## config.mk

```make
export PLATFORM = sky130hd
export DESIGN_NAME = uart_receiver_with_ring_buffer
export DESIGN_NICKNAME = d
export VERILOG_FILES = /design/src/sv/urrb_pkg.sv /design/src/sv/uart_receiver_with_ring_buffer.sv
export VERILOG_INCLUDE_DIRS = /design/src /design/src/sv
export SDC_FILE = /design/constraint.sdc
export NUM_CORES = 1
export LEC_CHECK = 0
export BUFFER_PORTS_ARGS = -buffer_cell sky130_fd_sc_hd__buf_4
export CAP_MARGIN = 10
export CORE_MARGIN = 5
export CORE_UTILIZATION = 58
export CTS_BUF_LIST = sky130_fd_sc_hd__clkbuf_16
export DETAILED_ROUTE_END_ITERATION = 8
export PLACE_DENSITY = 0.78
export SLEW_MARGIN = 0
export SYNTH_ARGS = -nofsm -noshare
export SYNTH_HDL_FRONTEND = slang
export SYNTH_SLANG_ARGS = --single-unit
```

## constraint.sdc

```tcl
create_clock -name clk -period 11 [get_ports clk]
set_input_delay 2.75 -clock clk [delete_from_list [all_inputs] [get_ports clk]]
set_output_delay 2.75 -clock clk [all_outputs]
set_load 0.01 [all_outputs]
```

## src/sv/uart_receiver_with_ring_buffer_macros.svh

```systemverilog
// ----------------------------------------------------------------------------
// UART receiver assertion macros
// Shared concurrent assertion forms used by the receiver top level.
// ----------------------------------------------------------------------------
`ifndef UART_RECEIVER_WITH_RING_BUFFER_MACROS_SVH
`define UART_RECEIVER_WITH_RING_BUFFER_MACROS_SVH

// Same-cycle implication, disabled during reset.
`define URRB_ASSERT_SAME(label, clk, rst, a, b) \
  label: assert property (@(posedge clk) disable iff (rst) (a) |-> (b)) \
    else $error("urrb assertion failed");

// Next-cycle implication, disabled during reset.
`define URRB_ASSERT_NEXT(label, clk, rst, a, b) \
  label: assert property (@(posedge clk) disable iff (rst) (a) |=> (b)) \
    else $error("urrb assertion failed");

`endif

```

## src/sv/urrb_pkg.sv

```systemverilog
// ----------------------------------------------------------------------------
// urrb_pkg
// Types and constants for the UART receiver with ring buffer.
// ----------------------------------------------------------------------------
`default_nettype none

package urrb_pkg;

  localparam int TICK_W  = 13;
  localparam int BYTE_W  = 8;
  localparam int FILL_W  = 6;
  localparam int CFG_IDX_W = 2;

  localparam logic [TICK_W-1:0] CENTER_RESET = 13'd8;
  localparam logic [TICK_W-1:0] BIT_RESET    = 13'd16;
  localparam logic [TICK_W-1:0] STOP_RESET   = 13'd16;
  localparam logic [TICK_W-1:0] TICK_ONE     = 13'd1;

  localparam logic [2:0] LAST_BIT = 3'd7;

  // Configuration register indexes
  localparam logic [CFG_IDX_W-1:0] REG_CENTER = 2'd0;
  localparam logic [CFG_IDX_W-1:0] REG_BIT    = 2'd1;
  localparam logic [CFG_IDX_W-1:0] REG_STOP   = 2'd2;

  typedef enum logic [3:0] {
    PH_IDLE   = 4'b0001,
    PH_CENTER = 4'b0010,
    PH_DATA   = 4'b0100,
    PH_STOP   = 4'b1000
  } phase_t;

  typedef struct packed {
    logic [BYTE_W-1:0] head_byte;
    logic              head_valid;
    logic [FILL_W-1:0] fill_count;
    logic              overflow_flag;
  } result_t;

endpackage

`default_nettype wire

```

## src/sv/uart_receiver_with_ring_buffer.sv

```systemverilog
// ----------------------------------------------------------------------------
// uart_receiver_with_ring_buffer
// 8N1 UART receiver, one oversampling tick per input transaction, feeding a
// ring buffer of received bytes.
// ----------------------------------------------------------------------------
// Usage:
//   Input channel (in_valid/in_stall): one transaction per sample tick with
//   the line level and the host's pop, flush and overflow-clear requests.
//   Output channel (out_valid/out_stall): one result per input transaction,
//   showing head byte, head valid, fill count and overflow flag as they were
//   before that tick's updates.
//   Config channel (cfg_valid/cfg_ready, always ready): writes center, bit
//   period and stop wait tick counts; write only while the block is idle.
// Throughput: one input per cycle while out_stall is low; an accepted input's
//   result is registered into the output register, or the skid entry if the
//   output stalls. The head byte comes from a registered memory read at the
//   next head pointer, with a bypass for a byte written in the same cycle.
// Back-pressure: a two-entry output (register plus skid) lets input flow one
//   more transaction after the receiver stalls; then in_stall rises until the
//   skid entry drains.
// Reset: receiver idle, ring empty, overflow clear, config at 8/16/16. The
//   ring memory itself is not cleared; no clearing pass is needed.
// ----------------------------------------------------------------------------
`default_nettype none

`include "uart_receiver_with_ring_buffer_macros.svh"

module uart_receiver_with_ring_buffer
  import urrb_pkg::*;
#(
  parameter int BUFFER_DEPTH = 64
) (
  input  wire logic                 clk,
  input  wire logic                 rst,
  // input channel
  input  wire logic                 in_valid,
  output logic                      in_stall,
  input  wire logic                 rx_level,
  input  wire logic                 pop_request,
  input  wire logic                 flush_request,
  input  wire logic                 clear_overflow,
  // output channel
  output logic                      out_valid,
  input  wire logic                 out_stall,
  output logic [BYTE_W-1:0]         head_byte,
  output logic                      head_valid,
  output logic [FILL_W-1:0]         fill_count,
  output logic                      overflow_flag,
  // configuration
  input  wire logic                 cfg_valid,
  output logic                      cfg_ready,
  input  wire logic [CFG_IDX_W-1:0] cfg_index,
  input  wire logic [TICK_W-1:0]    cfg_data
);

  localparam int PTR_W = (BUFFER_DEPTH > 1) ? $clog2(BUFFER_DEPTH) : 1;
  localparam int CNT_W = PTR_W + 1;
  localparam logic [PTR_W-1:0] LAST_SLOT = PTR_W'(BUFFER_DEPTH - 1);
  localparam logic [CNT_W-1:0] DEPTH_CNT = CNT_W'(BUFFER_DEPTH);

  // configuration
  logic [TICK_W-1:0] center_ticks;
  logic [TICK_W-1:0] bit_ticks;
  logic [TICK_W-1:0] stop_ticks;

  // receiver and ring state
  phase_t            rx_phase, rx_phase_next;
  logic [TICK_W-1:0] tick_count, tick_count_next;
  logic [2:0]        bit_index, bit_index_next;
  logic [BYTE_W-1:0] shift_byte, shift_byte_next;
  logic [PTR_W-1:0]  head_ptr, head_ptr_next;
  logic [PTR_W-1:0]  tail_ptr, tail_ptr_next;
  logic              overflow_sticky, overflow_sticky_next;

  logic [BYTE_W-1:0] ring_store [BUFFER_DEPTH];
  logic [BYTE_W-1:0] head_rd;
  logic              wr_en;
  logic [PTR_W-1:0]  wr_addr;
  logic [BYTE_W-1:0] wr_data;

  // output register and skid
  result_t           out_q, skid_q, result;
  logic              skid_valid;
  logic              in_accept, out_take;

  logic              ring_empty;
  logic [CNT_W-1:0]  fill;
  logic [CNT_W+FILL_W-1:0] fill_ext;

  assign cfg_ready = 1'b1;
  assign in_stall  = skid_valid;
  assign in_accept = in_valid && !skid_valid;
  assign out_take  = out_valid && !out_stall;

  assign head_byte     = out_q.head_byte;
  assign head_valid    = out_q.head_valid;
  assign fill_count    = out_q.fill_count;
  assign overflow_flag = out_q.overflow_flag;

  // ---- result from state before this tick ----
  always_comb begin
    ring_empty = (head_ptr == tail_ptr);
    if (tail_ptr >= head_ptr) begin
      fill = {1'b0, tail_ptr} - {1'b0, head_ptr};
    end else begin
      fill = {1'b0, tail_ptr} + DEPTH_CNT - {1'b0, head_ptr};
    end
    fill_ext = (CNT_W + FILL_W)'(fill);
    result.head_byte     = ring_empty ? '0 : head_rd;
    result.head_valid    = !ring_empty;
    result.fill_count    = fill_ext[FILL_W-1:0];
    result.overflow_flag = overflow_sticky;
  end

  // ---- next state for one tick ----
  always_comb begin
    logic [PTR_W-1:0]  h1;
    logic [PTR_W-1:0]  t1;
    logic [PTR_W-1:0]  nt;
    logic [TICK_W-1:0] period;
    logic [TICK_W-1:0] tick_dec;
    logic [BYTE_W-1:0] sampled;
    logic              due;
    logic              push;

    rx_phase_next        = rx_phase;
    tick_count_next      = tick_count;
    bit_index_next       = bit_index;
    shift_byte_next      = shift_byte;
    head_ptr_next        = head_ptr;
    tail_ptr_next        = tail_ptr;
    overflow_sticky_next = overflow_sticky;
    wr_en                = 1'b0;
    wr_addr              = tail_ptr;
    wr_data              = shift_byte;

    h1 = head_ptr;
    t1 = tail_ptr;
    if (flush_request) begin
      h1 = '0;
      t1 = '0;
    end else if (pop_request && !ring_empty) begin
      h1 = (head_ptr == LAST_SLOT) ? '0 : head_ptr + 1'b1;
    end
    nt = (t1 == LAST_SLOT) ? '0 : t1 + 1'b1;

    period   = (bit_ticks == '0) ? TICK_ONE : bit_ticks;
    due      = (tick_count <= TICK_ONE);
    tick_dec = due ? '0 : tick_count - TICK_ONE;
    sampled  = shift_byte;
    sampled[bit_index] = rx_level;
    push     = 1'b0;

    case (rx_phase)
      PH_IDLE: begin
        if (!rx_level) begin
          shift_byte_next = '0;
          bit_index_next  = '0;
          if (center_ticks == '0) begin
            rx_phase_next   = PH_DATA;
            tick_count_next = period;
          end else begin
            rx_phase_next   = PH_CENTER;
            tick_count_next = center_ticks;
          end
        end
      end
      PH_CENTER: begin
        tick_count_next = tick_dec;
        if (due) begin
          rx_phase_next   = PH_DATA;
          tick_count_next = period;
          bit_index_next  = '0;
        end
      end
      PH_DATA: begin
        tick_count_next = tick_dec;
        if (due) begin
          shift_byte_next = sampled;
          if (bit_index == LAST_BIT) begin
            bit_index_next = '0;
            if (stop_ticks == '0) begin
              push            = 1'b1;
              rx_phase_next   = PH_IDLE;
              tick_count_next = '0;
            end else begin
              rx_phase_next   = PH_STOP;
              tick_count_next = stop_ticks;
            end
          end else begin
            bit_index_next  = bit_index + 1'b1;
            tick_count_next = period;
          end
        end
      end
      PH_STOP: begin
        tick_count_next = tick_dec;
        if (due) begin
          push            = 1'b1;
          rx_phase_next   = PH_IDLE;
          tick_count_next = '0;
        end
      end
      default: begin
        rx_phase_next   = PH_IDLE;
        tick_count_next = '0;
      end
    endcase

    overflow_sticky_next = clear_overflow ? 1'b0 : overflow_sticky;
    tail_ptr_next = t1;
    wr_addr       = t1;
    wr_data       = shift_byte_next;
    if (push) begin
      if (nt != h1) begin
        wr_en         = 1'b1;
        tail_ptr_next = nt;
      end else begin
        overflow_sticky_next = 1'b1;
      end
    end
    head_ptr_next = h1;

    // hold everything when no transaction is accepted
    if (!in_accept) begin
      rx_phase_next        = rx_phase;
      tick_count_next      = tick_count;
      bit_index_next       = bit_index;
      shift_byte_next      = shift_byte;
      head_ptr_next        = head_ptr;
      tail_ptr_next        = tail_ptr;
      overflow_sticky_next = overflow_sticky;
      wr_en                = 1'b0;
    end
  end

  // ---- state registers ----
  always_ff @(posedge clk) begin
    if (rst) begin
      rx_phase        <= PH_IDLE;
      tick_count      <= '0;
      bit_index       <= '0;
      shift_byte      <= '0;
      head_ptr        <= '0;
      tail_ptr        <= '0;
      overflow_sticky <= 1'b0;
    end else begin
      rx_phase        <= rx_phase_next;
      tick_count      <= tick_count_next;
      bit_index       <= bit_index_next;
      shift_byte      <= shift_byte_next;
      head_ptr        <= head_ptr_next;
      tail_ptr        <= tail_ptr_next;
      overflow_sticky <= overflow_sticky_next;
    end
  end

  // ---- configuration registers ----
  always_ff @(posedge clk) begin
    if (rst) begin
      center_ticks <= CENTER_RESET;
      bit_ticks    <= BIT_RESET;
      stop_ticks   <= STOP_RESET;
    end else if (cfg_valid && cfg_ready) begin
      case (cfg_index)
        REG_CENTER: center_ticks <= cfg_data;
        REG_BIT:    bit_ticks    <= cfg_data;
        REG_STOP:   stop_ticks   <= cfg_data;
        default: ;
      endcase
    end
  end

  // ---- ring memory: read at the next head, bypass a same-cycle write ----
  always_ff @(posedge clk) begin
    if (wr_en) begin
      ring_store[wr_addr] <= wr_data;
    end
  end

  always_ff @(posedge clk) begin
    if (wr_en && (wr_addr == head_ptr_next)) begin
      head_rd <= wr_data;
    end else begin
      head_rd <= ring_store[head_ptr_next];
    end
  end

  // ---- output register and skid ----
  always_ff @(posedge clk) begin
    if (rst) begin
      out_valid  <= 1'b0;
      skid_valid <= 1'b0;
    end else begin
      if (skid_valid) begin
        if (out_take) begin
          skid_valid <= 1'b0;
        end
      end else if (in_accept) begin
        if (out_valid && !out_take) begin
          skid_valid <= 1'b1;
        end else begin
          out_valid <= 1'b1;
        end
      end else if (out_take) begin
        out_valid <= 1'b0;
      end
    end
  end

  always_ff @(posedge clk) begin
    if (skid_valid) begin
      if (out_take) begin
        out_q <= skid_q;
      end
    end else if (in_accept) begin
      if (out_valid && !out_take) begin
        skid_q <= result;
      end else begin
        out_q <= result;
      end
    end
  end

  // ---- assertions ----
  `URRB_ASSERT_SAME(a_skid_behind_out, clk, rst, skid_valid, out_valid)
  `URRB_ASSERT_SAME(a_idle_bit_zero, clk, rst, rx_phase == PH_IDLE, bit_index == '0)
  `URRB_ASSERT_NEXT(a_start_leaves_idle, clk, rst,
                    in_accept && rx_phase == PH_IDLE && !rx_level, rx_phase != PH_IDLE)
  `URRB_ASSERT_NEXT(a_result_follows_accept, clk, rst, in_accept, out_valid)

endmodule

`default_nettype wire
```

==> results of run 1 <==
## cell type report
cell class | count | area [sq um]
clock inverter | 50 | 334
fill | 2826 | 15100
tap | 592 | 741
sequential | 632 | 18100
clock buffer | 62 | 1550
multi-input combinational | 778 | 7410
inverter | 16 | 60.1
antenna | 1 | 2.50
timing repair buffer | 118 | 886
## path summary, 6_finish.rpt
kind	to	slack, ns	cells past startpoint	from
max	ring_store[23][1]	4.48	12	flush_request
min	shift_byte[4]	0.46	2	shift_byte[4]
max reg2reg	ring_store[23][1]	5.82	11	tail_ptr[0]
min reg2reg	shift_byte[4]	0.46	2	shift_byte[4]
## cell families after synthesis
group | after synthesis | share of synthesized area, %
flip-flops | 632 | 69.8
AND/OR/NAND/NOR | 382 | 7.48
multiplexers | 188 | 15.4
AO/OA/AOI/OAI | 172 | 4.10
buffers and inverters | 115 | 1.77
XOR/XNOR | 23 | 0.830
adder cells (fa/ha/maj) | 12 | 0.608
other | 1 | 0.0145
## through the flow
stage / instance area (sq um) / worst slack (ns) / utilization, % / cells
2_1_floorplan: 25900 / 4.69 / - / 1525
3_3_place_gp: 27200 / 4.13 / 61.5 / 2135
3_5_place_dp: 27200 / 3.91 / 61.5 / 2135
4_1_cts: 29100 / 4.57 / 65.8 / 2247
5_1_grt: 29100 / 4.19 / 65.8 / 2248
6_report: 29100 / 4.48 / 65.8 / 2249
## cell usage after synthesis (all sizes together) (6+ instances only)
cell type / number / area (sq um)
a21oi: 83 / 415
a31oi: 12 / 75.1
and2: 11 / 68.8
and3: 6 / 37.5
buf: 25 / 121
clkbuf: 74 / 278
dfxtp: 88 / 1760
edfxtp: 544 / 16300
ha: 11 / 138
inv: 16 / 60.1
mux2: 15 / 169
mux4: 168 / 3780
nand2: 144 / 541
nand2b: 8 / 50.1
nand3: 18 / 90.1
nand3b: 6 / 45.0
nor2: 59 / 249
nor2b: 15 / 93.8
nor3: 22 / 121
nor4: 61 / 388
o21ai: 23 / 119
o22a: 8 / 70.1
xnor2: 13 / 114
xor2: 9 / 78.8
## sequential cells by signal, indices dropped and copies added (netlist names), named ones only
name	count
bit_ticks	13
skid_q	16
ring_store	512
out_valid	1
head_valid	1
shift_byte	8
head_byte	8
tick_count	13
head_ptr	6
overflow_flag	1
center_ticks	13
stop_ticks	13
overflow_sticky	1
rx_phase	4
bit_index	3
tail_ptr	6
in_stall	1
fill_count	6
## per-layer routing
layer | routed length [um] | part of all wire, % | track usage [%]
met5 | 0 | 0 | 0
met4 | 2710 | 4.3 | 10.2
met3 | 5420 | 8.6 | 4.36
met2 | 31300 | 50 | 41.6
met1 | 23400 | 37 | 34.9
## critical path: cells and delay by family
kind / cells / cell delay (ns)
buffers and inverters: 2 / 0.57
AOI/OAI and AO/OA: 2 / 0.91
and+or+nand+nor: 7 / 2.27
adders and majority gates: 1 / 0.24
## power by group
group	internal (mW)	total [mW]	switching (mW)
sequential	2.58	2.59	0.0111
combinational	0.0451	0.123	0.0776
clock	1.09	1.98	0.890
total	3.72	4.70	0.978
==> results.toml, run 1 <==
[sta]
hold_violations = 0
rsz0062_at_grt = "false"
finClkSkew_ns = 0.0347
setup_viol = 0
slew_headroom_pct = 20.0
finalSetupTns_ns = 0
whs_ns = 0.460
drv_slew = 0
tightestPinTransition_ns = 1.19
period_needed_ns = 6.52
fmax_ghz = 0.153
fin_crit_sh_pct = 59.2

[yosys]
syn_nets = 1561
synthCells = 1525
postSynthAreaPerCell_sq_um = 17.0
seq_area_frac_synth_pct = 69.8
synthesis.area_sq_mm = 0.0259
synth_ff_type = "edfxtp_1"
synth_cell_types = 69
synth-seq-cells = 632
synth_edf_count = 544
synthArstFlopShare_pct = 0
synth_warnings = 0

[finish]
layout_common_cells = "edfxtp_1 (544), mux4_2 (168), nand2_1 (144)"
final_common_cell = "edfxtp_1"
syn2layout_area_growth_pct = 12.1
fin_nets = 1641
drive_above_1_share_pct = 25.8

[routing]
via_per_inst = 6.63
final_antenna_net_count = 0
firstDrtPassIters = 5
drt-initial-drc-count = 1835
wl_um = 62900
drc = 0
wl_per_cell_um = 28.0
vias = 14900

[grt]
grt_pass1_wl_um = 95400
first_global_vias = 14800
track_usage_pct = 25.5
antenna_found_initial = 0
grt_max_degree = 83
grt_overflow_total = 0

[setup_path]
path_max_fanout = 33
crit_path_end_kind = "flop"
start_kind = "primary input"
crit_type = "in2reg"
slowest_delay_ns = 0.79
required_ns = 11.27
critical_path_arrival_ns = 6.79
path_cells = "buf_4 -> nor2_1 -> ha_1 -> and3_1 -> and3_1 -> nor2_1 -> and2_1 -> a211oi_1 -> o21ai_4 -> buf_4 -> or4_1 -> nor2_2"
cp_slowest_cell = "or4_1"

[floorplanning]
placementRows = 77
die-area_sq_mm = 0.0491
start_util_pct = 58.7
die_w_um = 221
dieHeight_um = 221
coreArea_sq_mm = 0.0442
io_pins = 43

[worst_hold_path]
holdCritPathClass = "reg2reg"

[power]
power_mw = 4.70
vdd_ir_drop_max_mv = 0.132
power_density_mw_per_mm2 = 161
leakage_nw = 9.14

[clock_network]
numClockSinks = 632
cts_tree = "done"
cts_setup_buffers = 0
htree_levels = 2
clk_latency_ns = 0.63
cts-buffers-inserted = 59
clk_pin_slew_ns = 0.06
cts-root-buf = "clkbuf_16"
clockBufferDepth = 3
cts_hold_buf = 0
cts-resized-gates = 0

[run]
drv_cap = 0

[place]
dp_hpwl_um = 36900
place_congestion = 0.916
port_buffers = 41

[status]
status = "finished clean"
Note: power is estimated with default switching activity, not from simulation.
==> run 2, diff against run 1 <==
clock period = 6 ns   (was 11 ns; I/O delays follow)
==> run 2 against run 1 <==
Compared with the run above: non-clock buffer count shrank 1; final cell count is the same; sequential power rose by 83%; largest cell class unchanged; utilization increased by 0.35 points; critical path type unchanged; cell area is 0.52% higher.
==> results.toml, run 2 (synthesized netlist as in run 1, its figures left out) <==
[place]
dp_hpwl_um = 38000
dp_slack_ns = 0.739
place_congestion = 0.900
port_buffers = 41
dpl-instance-area_sq_mm = 0.0273

[sta]
drv_slew = 0
hold_violations = 0
setup_viol = 0
whs_ns = 0.470
finClkSkew_ns = 0.0304
finalWorstSetupSlack_ns = 1.28
fin_crit_sh_pct = 78.6
fmax_ghz = 0.212
rsz0062_at_grt = "false"
period_needed_ns = 4.72
finalSetupTns_ns = 0
tightestPinTransition_ns = 1.23
slew_headroom_pct = 17.7

[power]
vdd_ir_drop_max_mv = 0.272
leakage_nw = 9.24
power_density_mw_per_mm2 = 299

[floorplanning]
coreArea_sq_mm = 0.0442
start_util_pct = 58.7
die_w_um = 221
placementRows = 77
dieHeight_um = 221
io_pins = 43
die-area_sq_mm = 0.0491

[finish]
reg_top3 = "ring_store x512, skid_q x16"
final_common_cell = "edfxtp_1"
largest_register = "ring_store"
post-route-util_pct = 66.1
antenna_cells = 0
syn2layout_area_growth_pct = 12.7
layout_common_cells = "edfxtp_1 (544), mux4_2 (168), nand2_1 (144)"
n_fill_cell = 2805
drive_above_1_share_pct = 26.0
design_area_sq_mm = 0.0292
fin_nets = 1641
largest_register_ffs = 512

[routing]
via_per_inst = 6.63
firstDrtPassIters = 6
drt-initial-drc-count = 2044
vias = 14900
drc = 0
final_antenna_net_count = 0
wl_per_cell_um = 28.7
wl_um = 64500

[setup_path]
crit_path_end_kind = "flop"
start_kind = "primary input"
crit_start = "flush_request"
critical_path_arrival_ns = 4.99
rr_startpoint = "tail_ptr[0]"
crit_type = "in2reg"
required_ns = 6.27
path_max_fanout = 23

[clock_network]
cts-buffers-inserted = 60
clockBufferDepth = 3
cts_hold_buf = 0
numClockSinks = 632
cts-root-buf = "clkbuf_16"
clk_pin_slew_ns = 0.06
clk_latency_ns = 0.63
cts_setup_buffers = 0
cts-resized-gates = 0
cts_tree = "done"
htree_levels = 2

[grt]
grt_pass1_wl_um = 96400
grt_overflow_total = 0
use_met2_pct = 43.0
met1_usage_pct = 35.1
grt.busiest_layer = "met2"
first_global_vias = 14700
gr-usage-met3_pct = 5.34
antenna_found_initial = 0
track_usage_pct = 26.1
grt_max_degree = 83

[worst_hold_path]
worstHoldStart = "bit_ticks[0]"
holdCritPathClass = "reg2reg"

[run]
drv_cap = 0

[status]
status = "finished clean"
-- run 2: changes by cell type in the layout (fill, tap and decap cells not counted), moves of 3 or more --
cell / previous run / this run
clkinv_1: 8 / 12
inv_1: 29 / 24
o22a_4: 0 / 8
clkinvlp_4: 2 / 7
bufinv_16: 3 / 6
clkinv_4: 1 / 4
clkinv_2: 18 / 14
inv_6: 4 / 1
o22a_2: 8 / 0
-- run 2: worst paths after layout --
path              slack, ns  depth (start not counted)           endpoint
setup / recovery       1.28                         11  ring_store[21][3]
setup reg to reg       1.41                         10  ring_store[21][3]
hold / removal         0.47                          2       bit_ticks[0]
hold reg to reg        0.47                          2       bit_ticks[0]
-- run 2: layout make-up --
| type | count | area, sq um | area share [%] |
|---|---|---|---|
| clock inverter | 54 | 458 | 1.57 |
| multi-input combinational | 778 | 7470 | 25.5 |
| clock buffer | 60 | 1500 | 5.14 |
| sequential | 632 | 18100 | 61.9 |
| timing repair buffer | 117 | 903 | 3.09 |
| inverter | 16 | 60.1 | 0.205 |
| tap | 592 | 741 | 2.53 |
-- run 2: metal layers --
layer | part of all wire [%] | vias to the layer above
met1 | 36 | 7513
met3 | 10 | 147
met5 | 0 | -
met4 | 4.0 | 0
li1 | - | 6272
met2 | 50 | 984
-- run 2: through the flow --
stage | std cells | power, mW
6_report | 2249 | 8.74
3_5_place_dp | 2135 | 5.06
4_1_cts | 2249 | 8.77
5_1_grt | 2249 | 8.98
3_3_place_gp | 2135 | 5.06
2_1_floorplan | 1525 | 4.98
-- run 2: where the power goes --
part | internal (mW) | switching [mW] | total [mW] | leakage, nW
registers | 4.73 | 0.0200 | 4.75 | 5.80
clock network | 2.09 | 1.67 | 3.76 | 0.979
logic | 0.0837 | 0.145 | 0.228 | 2.45
total | 6.90 | 1.83 | 8.74 | 9.24
-- run 2: worst max-delay path, cell delays in order --
cell	delay, ns
buf_4	0.19
nor2_1	0.25
ha_1	0.24
and3_1	0.30
and3_1	0.25
nor2_1	0.07
and2_1	0.17
a211oi_1	0.53
o21ai_4	0.21
or4_1	0.80
nor2_2	0.46
